### src/hw/rtl/scancode_set1_to_ascii_top_macros.svh
// Assertion macros for the set-1 scancode decoder.
// Used by scancode_set1_to_ascii_top; no other dependencies.
`ifndef SCANCODE_SET1_TO_ASCII_TOP_MACROS_SVH
`define SCANCODE_SET1_TO_ASCII_TOP_MACROS_SVH

// same-cycle implication
`define SC1A_ASSERT_IMP(label, clk, rst, ante, cons) \
  label: assert property (@(posedge clk) disable iff (rst) (ante) |-> (cons)) \
    else $error("sc1a same-cycle check failed");

// next-cycle implication
`define SC1A_ASSERT_NXT(label, clk, rst, ante, cons) \
  label: assert property (@(posedge clk) disable iff (rst) (ante) |=> (cons)) \
    else $error("sc1a next-cycle check failed");

`endif

### src/hw/rtl/sc1a_pkg.sv
// Package for the set-1 scancode decoder: widths, key codes, kinds and
// the US-layout character tables. No dependencies.
`timescale 1ns / 1ps

package sc1a_pkg;

  localparam int IN_W   = 8;
  localparam int OUT_W  = 16;
  localparam int USER_W = 4;
  localparam int TAB_N  = 58;
  localparam int KEY_N  = 128;

  localparam logic [7:0] SC_PREFIX  = 8'hE0;
  localparam logic [6:0] KC_SHIFT_L = 7'h2A;
  localparam logic [6:0] KC_SHIFT_R = 7'h36;
  localparam logic [6:0] KC_CTRL    = 7'h1D;
  localparam logic [6:0] KC_ALT     = 7'h38;
  localparam logic [6:0] KC_CAPS    = 7'h3A;
  localparam logic [6:0] KC_NUM     = 7'h45;
  localparam logic [6:0] KC_LEFT    = 7'h4B;
  localparam logic [6:0] KC_RIGHT   = 7'h4D;
  localparam logic [6:0] KC_UP      = 7'h48;
  localparam logic [6:0] KC_DOWN    = 7'h50;
  localparam logic [6:0] KC_HOME    = 7'h47;
  localparam logic [6:0] KC_END     = 7'h4F;
  localparam logic [6:0] KC_DELETE  = 7'h53;

  localparam logic [2:0] KIND_CHAR   = 3'd0;
  localparam logic [2:0] KIND_LEFT   = 3'd1;
  localparam logic [2:0] KIND_RIGHT  = 3'd2;
  localparam logic [2:0] KIND_UP     = 3'd3;
  localparam logic [2:0] KIND_DOWN   = 3'd4;
  localparam logic [2:0] KIND_HOME   = 3'd5;
  localparam logic [2:0] KIND_END    = 3'd6;
  localparam logic [2:0] KIND_DELETE = 3'd7;

  localparam logic [6:0] CH_LOWER_A = 7'h61;
  localparam logic [6:0] CH_LOWER_Z = 7'h7A;
  localparam logic [6:0] CH_CTRL_OFS = 7'h60;

  localparam logic [6:0] PLAIN_TAB [TAB_N] = '{
    7'h00, 7'h1B, 7'h31, 7'h32, 7'h33, 7'h34, 7'h35, 7'h36,
    7'h37, 7'h38, 7'h39, 7'h30, 7'h2D, 7'h3D, 7'h08, 7'h09,
    7'h71, 7'h77, 7'h65, 7'h72, 7'h74, 7'h79, 7'h75, 7'h69,
    7'h6F, 7'h70, 7'h5B, 7'h5D, 7'h0A, 7'h00,
    7'h61, 7'h73, 7'h64, 7'h66, 7'h67, 7'h68, 7'h6A, 7'h6B,
    7'h6C, 7'h3B, 7'h27, 7'h60, 7'h00, 7'h5C,
    7'h7A, 7'h78, 7'h63, 7'h76, 7'h62, 7'h6E, 7'h6D, 7'h2C,
    7'h2E, 7'h2F, 7'h00, 7'h2A, 7'h00, 7'h20
  };

  localparam logic [6:0] SHIFT_TAB [TAB_N] = '{
    7'h00, 7'h1B, 7'h21, 7'h40, 7'h23, 7'h24, 7'h25, 7'h5E,
    7'h26, 7'h2A, 7'h28, 7'h29, 7'h5F, 7'h2B, 7'h08, 7'h09,
    7'h51, 7'h57, 7'h45, 7'h52, 7'h54, 7'h59, 7'h55, 7'h49,
    7'h4F, 7'h50, 7'h7B, 7'h7D, 7'h0A, 7'h00,
    7'h41, 7'h53, 7'h44, 7'h46, 7'h47, 7'h48, 7'h4A, 7'h4B,
    7'h4C, 7'h3A, 7'h22, 7'h7E, 7'h00, 7'h7C,
    7'h5A, 7'h58, 7'h43, 7'h56, 7'h42, 7'h4E, 7'h4D, 7'h3C,
    7'h3E, 7'h3F, 7'h00, 7'h2A, 7'h00, 7'h20
  };

  function automatic logic [6:0] tab_lookup(input logic [6:0] code, input logic shifted);
    logic [6:0] ch;
    ch = 7'h00;
    if (!code[6] && (code[5:0] < 6'(TAB_N))) begin
      ch = shifted ? SHIFT_TAB[code[5:0]] : PLAIN_TAB[code[5:0]];
    end
    return ch;
  endfunction

  function automatic logic [2:0] ext_kind(input logic [6:0] code);
    logic [2:0] k;
    case (code)
      KC_LEFT:   k = KIND_LEFT;
      KC_RIGHT:  k = KIND_RIGHT;
      KC_UP:     k = KIND_UP;
      KC_DOWN:   k = KIND_DOWN;
      KC_HOME:   k = KIND_HOME;
      KC_END:    k = KIND_END;
      KC_DELETE: k = KIND_DELETE;
      default:   k = KIND_CHAR;
    endcase
    return k;
  endfunction

endpackage

### src/hw/rtl/scancode_set1_to_ascii_top.sv
// Each scancode passes through the input register, then the result register, before m_tvalid.
// Throughput: one scancode per cycle; one result per scancode, stalls on m_tready and during the reset clearing pass.
// The pressed-map bit is read from memory into the input register at the transfer.
// Reset (rst, synchronous): clears prefix flag, modifiers and both valid flags; then a
// pass over all 128 addresses clears the pressed map while s_tready stays low.
// Depends on sc1a_pkg and scancode_set1_to_ascii_top_macros.svh.
`timescale 1ns / 1ps
`include "scancode_set1_to_ascii_top_macros.svh"

module scancode_set1_to_ascii_top (
  input  logic                         clk,
  input  logic                         rst,
  input  logic                         s_tvalid,
  output logic                         s_tready,
  input  logic [sc1a_pkg::IN_W-1:0]    s_tdata,  // [7:0] scancode
  output logic                         m_tvalid,
  input  logic                         m_tready,
  // [6:0] char_code, [7] shift_held, [8] ctrl_held, [9] alt_held,
  // [10] caps_on, [11] num_on, [15:12] zero
  output logic [sc1a_pkg::OUT_W-1:0]   m_tdata,
  output logic [sc1a_pkg::USER_W-1:0]  m_tuser   // [0] key_valid, [3:1] key_kind
);
  import sc1a_pkg::*;

  logic            in_valid;
  logic [IN_W-1:0] in_data;
  logic            advance;

  logic       map_mem [KEY_N];
  logic       map_rd;
  logic       clearing;
  logic [6:0] clr_addr;

  logic shift_flag, ctrl_flag, alt_flag, caps_toggle, num_toggle, ext_pending;
  logic shift_next, ctrl_next, alt_next, caps_next, num_next, ext_next;

  logic       map_we;
  logic       map_val;
  logic [6:0] code;
  logic       brk;
  logic       down;
  logic       apply;
  logic       key_valid;
  logic [2:0] key_kind;
  logic [6:0] char_code;
  logic [6:0] base;
  logic       is_letter;
  logic       shift_sel;

  assign advance  = in_valid && (!m_tvalid || m_tready);
  assign s_tready = !clearing && (!in_valid || advance);
  assign code     = in_data[6:0];
  assign brk      = in_data[7];

  always_ff @(posedge clk) begin
    if (rst) begin
      in_valid <= 1'b0;
    end else if (s_tready) begin
      in_valid <= s_tvalid;
    end
    if (s_tready && s_tvalid) begin
      in_data <= s_tdata;
    end
  end

  always_ff @(posedge clk) begin
    if (rst) begin
      clearing <= 1'b1;
      clr_addr <= '0;
    end else if (clearing) begin
      clr_addr <= clr_addr + 7'd1;
      if (clr_addr == 7'h7F) begin
        clearing <= 1'b0;
      end
    end
  end

  // pressed map; the bit of the item in flight is forwarded on a same-key transfer
  always_ff @(posedge clk) begin
    if (clearing) begin
      map_mem[clr_addr] <= 1'b0;
    end else if (advance && map_we) begin
      map_mem[code] <= map_val;
    end
    if (s_tready && s_tvalid) begin
      if (advance && map_we && (code == s_tdata[6:0])) begin
        map_rd <= map_val;
      end else begin
        map_rd <= map_mem[s_tdata[6:0]];
      end
    end
  end

  always_comb begin
    shift_next = shift_flag;
    ctrl_next  = ctrl_flag;
    alt_next   = alt_flag;
    caps_next  = caps_toggle;
    num_next   = num_toggle;
    ext_next   = ext_pending;
    map_we     = 1'b0;
    map_val    = 1'b0;
    key_valid  = 1'b0;
    key_kind   = KIND_CHAR;
    char_code  = 7'h00;
    apply      = 1'b0;
    down       = 1'b0;
    base       = tab_lookup(code, 1'b0);
    is_letter  = base inside {[CH_LOWER_A:CH_LOWER_Z]};
    shift_sel  = shift_flag ^ (caps_toggle && is_letter);

    if (in_data == SC_PREFIX) begin
      ext_next = 1'b1;
    end else if (ext_pending) begin
      ext_next = 1'b0;
      if (!brk) begin
        key_kind  = ext_kind(code);
        key_valid = (key_kind != KIND_CHAR);
      end
    end else if (brk) begin
      if (map_rd) begin
        map_we = 1'b1;
        apply  = 1'b1;
      end
    end else begin
      map_we  = 1'b1;
      map_val = 1'b1;
      apply   = 1'b1;
      down    = 1'b1;
    end

    if (apply) begin
      case (code)
        KC_SHIFT_L, KC_SHIFT_R: shift_next = down;
        KC_CTRL:                ctrl_next  = down;
        KC_ALT:                 alt_next   = down;
        KC_CAPS:                caps_next  = caps_toggle ^ down;
        KC_NUM:                 num_next   = num_toggle ^ down;
        default: begin
          if (down) begin
            if (ctrl_flag) begin
              char_code = is_letter ? (base - CH_CTRL_OFS) : 7'h00;
            end else begin
              char_code = shift_sel ? tab_lookup(code, 1'b1) : base;
            end
            key_valid = (char_code != 7'h00);
          end
        end
      endcase
    end
  end

  always_ff @(posedge clk) begin
    if (rst) begin
      shift_flag  <= 1'b0;
      ctrl_flag   <= 1'b0;
      alt_flag    <= 1'b0;
      caps_toggle <= 1'b0;
      num_toggle  <= 1'b0;
      ext_pending <= 1'b0;
      m_tvalid    <= 1'b0;
    end else begin
      if (advance) begin
        shift_flag  <= shift_next;
        ctrl_flag   <= ctrl_next;
        alt_flag    <= alt_next;
        caps_toggle <= caps_next;
        num_toggle  <= num_next;
        ext_pending <= ext_next;
        m_tvalid    <= 1'b1;
      end else if (m_tready) begin
        m_tvalid <= 1'b0;
      end
    end
    if (advance) begin
      m_tdata <= {4'h0, num_next, caps_next, alt_next, ctrl_next, shift_next, char_code};
      m_tuser <= {key_kind, key_valid};
    end
  end

  `SC1A_ASSERT_IMP(a_valid_has_key, clk, rst, m_tvalid && m_tuser[0], m_tuser[3:1] != KIND_CHAR || m_tdata[6:0] != 7'h00)
  `SC1A_ASSERT_IMP(a_kind_no_char, clk, rst, m_tvalid && (m_tuser[3:1] != KIND_CHAR), m_tdata[6:0] == 7'h00)
  `SC1A_ASSERT_IMP(a_ctrl_letter, clk, rst, m_tvalid && m_tuser[0] && m_tdata[8] && (m_tuser[3:1] == KIND_CHAR), m_tdata[6:0] <= 7'd26)
  `SC1A_ASSERT_NXT(a_prefix_arms, clk, rst, advance && (in_data == SC_PREFIX), ext_pending && !m_tuser[0])
  `SC1A_ASSERT_IMP(a_clear_blocks, clk, rst, clearing, !s_tready)

endmodule

### config.mk
export PLATFORM = sky130hd
export DESIGN_NAME = scancode_set1_to_ascii_top
export DESIGN_NICKNAME = d
export VERILOG_FILES = /design/src/hw/rtl/sc1a_pkg.sv /design/src/hw/rtl/scancode_set1_to_ascii_top.sv
export VERILOG_INCLUDE_DIRS = /design/src /design/src/hw/rtl
export SDC_FILE = /design/constraint.sdc
export NUM_CORES = 1
export LEC_CHECK = 0
export BUFFER_PORTS_ARGS = -buffer_cell sky130_fd_sc_hd__buf_4
export CAP_MARGIN = 40
export CORE_UTILIZATION = 39
export CTS_CLUSTER_DIAMETER = 150
export DETAILED_ROUTE_END_ITERATION = 8
export GPL_TIMING_DRIVEN = 0
export SYNTH_ARGS = -nofsm -noshare
export SYNTH_HDL_FRONTEND = slang
export SYNTH_SLANG_ARGS = --single-unit
### constraint.sdc
create_clock -name clk -period 7.1 [get_ports clk]
set_input_delay 1.065 -clock clk [delete_from_list [all_inputs] [get_ports clk]]
set_output_delay 1.065 -clock clk [all_outputs]
set_load 0.02 [all_outputs]
==> results of run 1 <==
## power by group
part | switching, mW | total [mW] | internal (mW)
sequential | 0.00288 | 1.07 | 1.07
clock | 0.445 | 0.953 | 0.508
combinational | 0.0590 | 0.0950 | 0.0360
## placed cells by master, fill, tap and decap left out, types with 8 or more instances in the layout
cell type,n
nor2_1,169
edfxtp_1,153
nand2_1,46
mux4_2,43
buf_4,33
clkbuf_1,29
o21ai_0,26
a21oi_1,24
nor2b_1,23
nand3_1,22
clkbuf_16,17
nand4_1,16
dfxtp_1,16
mux2i_1,15
ha_1,15
inv_1,13
buf_2,13
xor2_1,10
buf_6,9
nand2b_1,8
## final cells by class
| type | count | area share |
|---|---|---|
| plain buffers | 59 | 0.0286 |
| clock buffers | 18 | 0.0405 |
| repair buffers | 34 | 0.0285 |
| inverters | 14 | 0.00496 |
| flip-flops and latches | 169 | 0.464 |
| multi-input cells | 558 | 0.378 |
| clock inverters | 14 | 0.0171 |
| well taps | 319 | 0.0377 |
## cell usage after synthesis (8+ instances only)
cell,count
dfxtp_1,16
inv_1,13
nand2b_1,8
a21oi_1,24
clkbuf_1,28
buf_2,13
mux2i_1,15
ha_1,15
nor2_1,170
nand4_1,16
mux4_2,43
edfxtp_1,153
o21ai_0,26
xor2_1,10
nand2_1,46
nor2b_1,23
nand3_1,22
## per-stage QoR
step | hold slack [ns] | power (mW) | util | setup WS [ns] | cells
finish | 0.514 | 2.12 | 0.452 | 2.39 | 1185
global route | 0.559 | 2.18 | 0.452 | 2.06 | 1185
CTS | 0.516 | 2.14 | 0.452 | 2.44 | 1185
detailed placement | 0.491 | 1.19 | 0.426 | 2.45 | 1153
global placement | 0.483 | 1.19 | 0.422 | 0.00450 | 1147
floorplan | 0.461 | 1.16 | - | 1.99 | 800
## worst max-delay path by stage
stage,startpoint,endpoint,slack [ns]
after floorplan,m_tready,map_mem[0],1.99
after global placement,m_tready,map_mem[33],0.004
after detailed placement,in_data[1],map_mem[89],2.45
after CTS,in_data[0],map_mem[89],2.44
after global routing,in_data[0],map_mem[116],2.06
final,in_data[1],map_mem[89],2.39
## sequential cells by signal (all words and copies together), names as in the netlist
name,count
in_data,8
ext_pending,1
clr_addr,7
in_valid,1
m_tuser,4
clearing,1
caps_toggle,1
ctrl_flag,1
map_mem,128
m_tvalid,1
map_rd,1
m_tdata,12
alt_flag,1
shift_flag,1
num_toggle,1
## metal layers
metal  routed length (µm)  track usage  vias up
li1                     -            -     3094
met1                10100        0.271     3268
met2                11900        0.354      236
met3                 1430       0.0331       38
met4                  533       0.0714        0
met5                    0            0        -
## worst register-to-register path: cells and delay by family (launching register included)
kind / cells / cell delay (ns)
buf+inv: 5 / 1.63
simple gates: 7 / 1.31
mux: 1 / 0.60
flops: 1 / 0.57
fa+ha+maj: 1 / 0.31
## kinds of logic (layout without fill, tap and decap cells)
| family | count (synthesis) | after routing |
|---|---|---|
| AND/OR/NAND/NOR | 330 | 330 |
| XOR/XNOR | 17 | 17 |
| multiplexers | 63 | 63 |
| adder cells (fa/ha/maj) | 15 | 15 |
| buffers and inverters | 73 | 139 |
| flip-flops | 169 | 169 |
| AO/OA/AOI/OAI | 129 | 129 |
| other | 1 | 4 |
==> results_dict.tcl, run 1 <==
set metrics [dict create \
    path_max_fanout 11 \
    die_area_um2 24400 \
    synth_flop_cell "edfxtp_1" \
    synth_cells 797 \
    grt_max_degree 93 \
    synth_fa_ha_area_frac 0.0203 \
    syn_area_um2 9260 \
    drt_iter0_markers 529 \
    dp_hpwl_mm 16.7 \
    cts_tree "yes" \
    reg2reg_slack_ns 2.39 \
    fin_nets 880 \
    synth-simple-area-share 0.165 \
    io_buffers 28 \
    cpPeakStageDelay_ns 0.60 \
    path_depth 14 \
    holdCritPathClass "flop to flop" \
    root_buffer "clkbuf_16" \
    critPathTopFamily "buffers and inverters" \
    period_share 0.664 \
    min-delay-start "alt_flag" \
    critical_path_required_ns 7.22 \
    synth_seq_area_share 0.531 \
    postSynth.asyncResetShare 0 \
    synth_mux_area_frac 0.127 \
    routedWlPerCell_um 20.2 \
    hold_violations 0 \
    r2r-start "in_data[1]" \
    startpoint_type "flop" \
    grt_usage 0.209 \
    synth_top_area_cell "edfxtp_1" \
    max_slew_margin 0.416 \
    grt_pass1_wl_mm 38.2 \
    area_growth_pct 14.3 \
    synthXorXnorAreaFrac 0.0161 \
    r2r_cells 14 \
    area.sequential_um2 4910 \
    synth_compound_area_frac 0.101 \
    yosys.cell_types.count 86 \
    pin_count 34 \
    clock_latency_ns 0.43 \
    clkTransAtPathRegs_ns 0.07 \
    ant_nets 0 \
    cts_max_level 4 \
    fin_setup_tns_ns 0 \
    n_fill_cell 2239 \
    drv_cap 0 \
    synth_top_family_by_area "simple AND/OR/NAND/NOR gates" \
    route.detailed.drc 0 \
    synthTopCellsByArea "edfxtp_1 50%, mux4_2 10%, nor2_1 6.9%" \
    crit_buf_inv 5 \
    yosysTopAreaCellShare 0.496 \
    vdd_drop_max_uv 155 \
    coreArea_um2 23400 \
    crit_top_cell "nor2_1" \
    cts_max_path_buffers 2 \
    slew_violations 0 \
    drtPass1Iterations 5 \
    synth-seq-cells 169 \
    setup_viol 0 \
    path_cells "buf_4 -> inv_1 -> ha_1 -> clkbuf_1 -> nand3_1 -> nor2_1 -> nor2_1 -> and3_1 -> nor2b_1 -> buf_2 -> mux2i_1 -> nand4_1 -> clkbuf_1 -> nor2_1" \
    vias_per_cell 5.60 \
    grt_pass1_vias 6758 \
    num_antenna_cells 0 \
    finalWirelength_mm 24.0 \
    end_kind "flop" \
    layout_min_cycle_time_ns 4.71 \
    slowest_stage "mux2i_1" \
    tightest_slew_ns 0.875 \
    leakagePower_nw 3.23 \
    routabilityCongestion 0.927 \
    place_area_um2 9980 \
    initial_core_util 0.396 \
    drive_gt1_frac 0.185 \
    arrival_ns 4.84 \
    fin_area_um2 10600 \
    postCtsHoldBufs 0 \
    clock_skew_ns 0.0130 \
    cellPowerDensity_nw_per_um2 201 \
    outcome "finished, final reports clean" \
    synth.avg_cell_area_um2 11.6 \
    cts_resized 0 \
    critPathKind "flop to flop" \
    grt-ovfl-total 0 \
    rsz0062_at_grt "false" \
    holdPathEnd "alt_flag" \
    antenna_found_initial 0 \
    num_vias 6636 \
    r2r-end "map_mem[89]" \
    cts_num_sinks 169 \
    die_x_um 156 \
    timing.fmax_mhz 212 \
    rows 56 \
    synth-edff-count 153 \
    yosys_warnings 0 \
    die_y_um 156 \
    whs_path_depth 2 \
    multi_input_area_um2 4010 \
    cts_setup_buffers 0 \
    cts_buffers 17 \
]
Note: power is estimated with default switching activity, not from simulation.
==> run 2: changes to the inputs <==
==> constraint.sdc (replaced) <==
create_clock -name clk -period 3.83 [get_ports clk]
set_input_delay 0.5745 -clock clk [delete_from_list [all_inputs] [get_ports clk]]
set_output_delay 0.5745 -clock clk [all_outputs]
set_load 0.02 [all_outputs]
==> run 2 against run 1 <==
Effect of this change:
- critical endpoint is now m_tuser[0]
- largest cell class unchanged
- global-route usage grew 0.084 points
- sequential share of layout area is 2.2 points lower
- non-clock buffer count grew 25
- worst setup slack got worse by 2.4 ns
- first-iteration DRC count increased by 13%
- the flow now finishes with violations (negative setup slack)
- critical path depth up 1
- flip-flop and latch count unchanged
- clock skew up 0.0020 ns
- clock power rose by 93%
- register-to-register slack got worse by 2.4 ns
==> results_dict.tcl, run 2 (synthesis gave the netlist of run 1 again) <==
set metrics [dict create \
    cellPowerDensity_nw_per_um2 362 \
    post-route-util 0.474 \
    leakagePower_nw 3.45 \
    die_y_um 156 \
    grt_pass1_vias 6711 \
    cts_max_path_buffers 2 \
    cts_max_level 4 \
    clock_skew_ns 0.0150 \
    r2r_cells 15 \
    root_buffer "clkbuf_16" \
    hold_violations 0 \
    drv_cap 0 \
    cp-endpoint "m_tuser[0]" \
    rows 56 \
    ant_nets 0 \
    initial_core_util 0.396 \
    route.detailed.drc 0 \
    routedWlPerCell_um 20.3 \
    setup_ws_ns -0.0558 \
    wl_met1_mm 10.1 \
    critPathKind "flop to flop" \
    routed.top_layer "met4" \
    drtPass1Iterations 5 \
    clock_latency_ns 0.43 \
    crit_start "in_data[0]" \
    drive_gt1_frac 0.259 \
    clkTransAtPathRegs_ns 0.08 \
    postCtsHoldBufs 0 \
    cts_num_sinks 169 \
    num_vias 6879 \
    tightest_slew_ns 0.862 \
    reg2reg_slack_ns -0.06 \
    finalWirelength_mm 24.5 \
    fin_nets 905 \
    period_share 1.01 \
    final_cell_mix "168 x nor2_1, 153 x edfxtp_1, 59 x buf_4" \
    area_growth_pct 19.9 \
    dpl.cell_count 1153 \
    r2r-end "m_tuser[0]" \
    grt-ovfl-total 0 \
    critical_path_required_ns 3.99 \
    r2r-start "in_data[0]" \
    violations "negative setup slack" \
    vias_per_cell 5.69 \
    final_cell_count_no_fill 1210 \
    final_common_cell "nor2_1" \
    cts_buffers 17 \
    grt_max_degree 83 \
    regMostFlops "map_mem" \
    holdCritPathClass "input pin to flop" \
    slew_violations 0 \
    wl_met3_mm 1.27 \
    routabilityCongestion 0.970 \
    antenna_found_initial 0 \
    drt_iter0_markers 600 \
    num_antenna_cells 0 \
    startpoint_type "flop" \
    place_ws_ns -0.830 \
    path_max_fanout 6 \
    layout_min_cycle_time_ns 3.89 \
    die_area_um2 24400 \
    n_fill_cell 2220 \
    wl_met2_mm 12.5 \
    io_buffers 28 \
    timing.hold.ws_ns 0.334 \
    grt_pass1_wl_mm 38.2 \
    pin_count 34 \
    dp_hpwl_mm 17.0 \
    cts_tree "yes" \
    end_kind "flop" \
    max_slew_margin 0.426 \
    rsz0062_at_grt "true" \
    outcome "complete, but fails checks" \
    largest_reg_flops 128 \
    die_x_um 156 \
    timing.fmax_mhz 257 \
    arrival_ns 4.05 \
    largestRegisters "map_mem: 128 flops, m_tdata: 12 flops, in_data: 8 flops" \
    setup_viol 1 \
    vdd_drop_max_uv 318 \
    grt_usage 0.210 \
    coreArea_um2 23400 \
]
-- run 2: changes by cell type in the layout (fill, tap and decap cells not counted), sizes merged --
cell / delta
bufinv: +1
buf: +33
clkbuf: -9
clkinvlp: +2
clkinv: -1
inv: -1
-- run 2: where the power goes --
part	internal (mW)	total, mW	switching [mW]
Clock	1.01	1.84	0.830
Combinational	0.0742	0.183	0.109
Sequential	1.99	1.99	0.00658
Total	3.08	4.02	0.946
-- run 2: metal layers --
layer	global-route usage	vias up
met5	0	-
met2	0.365	241
met4	0.0752	0
met3	0.0336	50
met1	0.263	3450
li1	-	3138
-- run 2: critical path: stages, from the launching register on --
cell,delay [ns]
edfxtp_1,0.40
buf_6,0.13
clkinvlp_4,0.16
ha_4,0.21
buf_8,0.12
a21o_1,0.15
o32a_1,0.40
a31oi_4,0.20
and2_4,0.19
o211ai_1,0.10
o31ai_2,0.39
a31oi_2,0.19
or2_4,0.30
mux2_4,0.31
a221oi_2,0.25
a32oi_1,0.13
-- run 2: layout make-up --
class                      instances  area [µm²]  area share
multi-input combinational        558        4230       0.381
inverter                          14        60.1     0.00541
sequential                       169        4910       0.443
clock inverter                    15         220      0.0198
tap                              319         399      0.0360
clock buffer                      17         425      0.0383
buffer                            57         345      0.0311
timing repair buffer              61         508      0.0458
-- run 2: worst min path at each step --
stage                    start         end  slack [ns]  cells past startpoint
floorplan             alt_flag    alt_flag        0.46                      2
global placement      alt_flag    alt_flag        0.48                      2
detailed placement    alt_flag    alt_flag        0.50                      2
CTS                 s_tdata[1]  in_data[1]        0.33                      1
global route        s_tdata[2]  in_data[2]        0.33                      1
finish              s_tdata[1]  in_data[1]        0.33                      1
-- run 2: stage by stage --
stage | instance area, µm² | setup TNS, ns | power, mW
2_1_floorplan | 9280 | 0 | 2.14
3_3_place_gp | 9890 | -255.47 | 2.20
3_5_place_dp | 9990 | -80.87 | 2.21
4_1_cts | 10900 | 0 | 4.04
5_1_grt | 11100 | -0.423 | 4.13
6_report | 11100 | -0.0558 | 4.02
-- run 2: what timing repair did --
| action | CTS | global route |
|---|---|---|
| pin swaps | 7 | 14 |
| endpoints found under the setup margin | 137 | 123 |
| resized for setup | 39 | 41 |
| setup buffers | 15 | 12 |
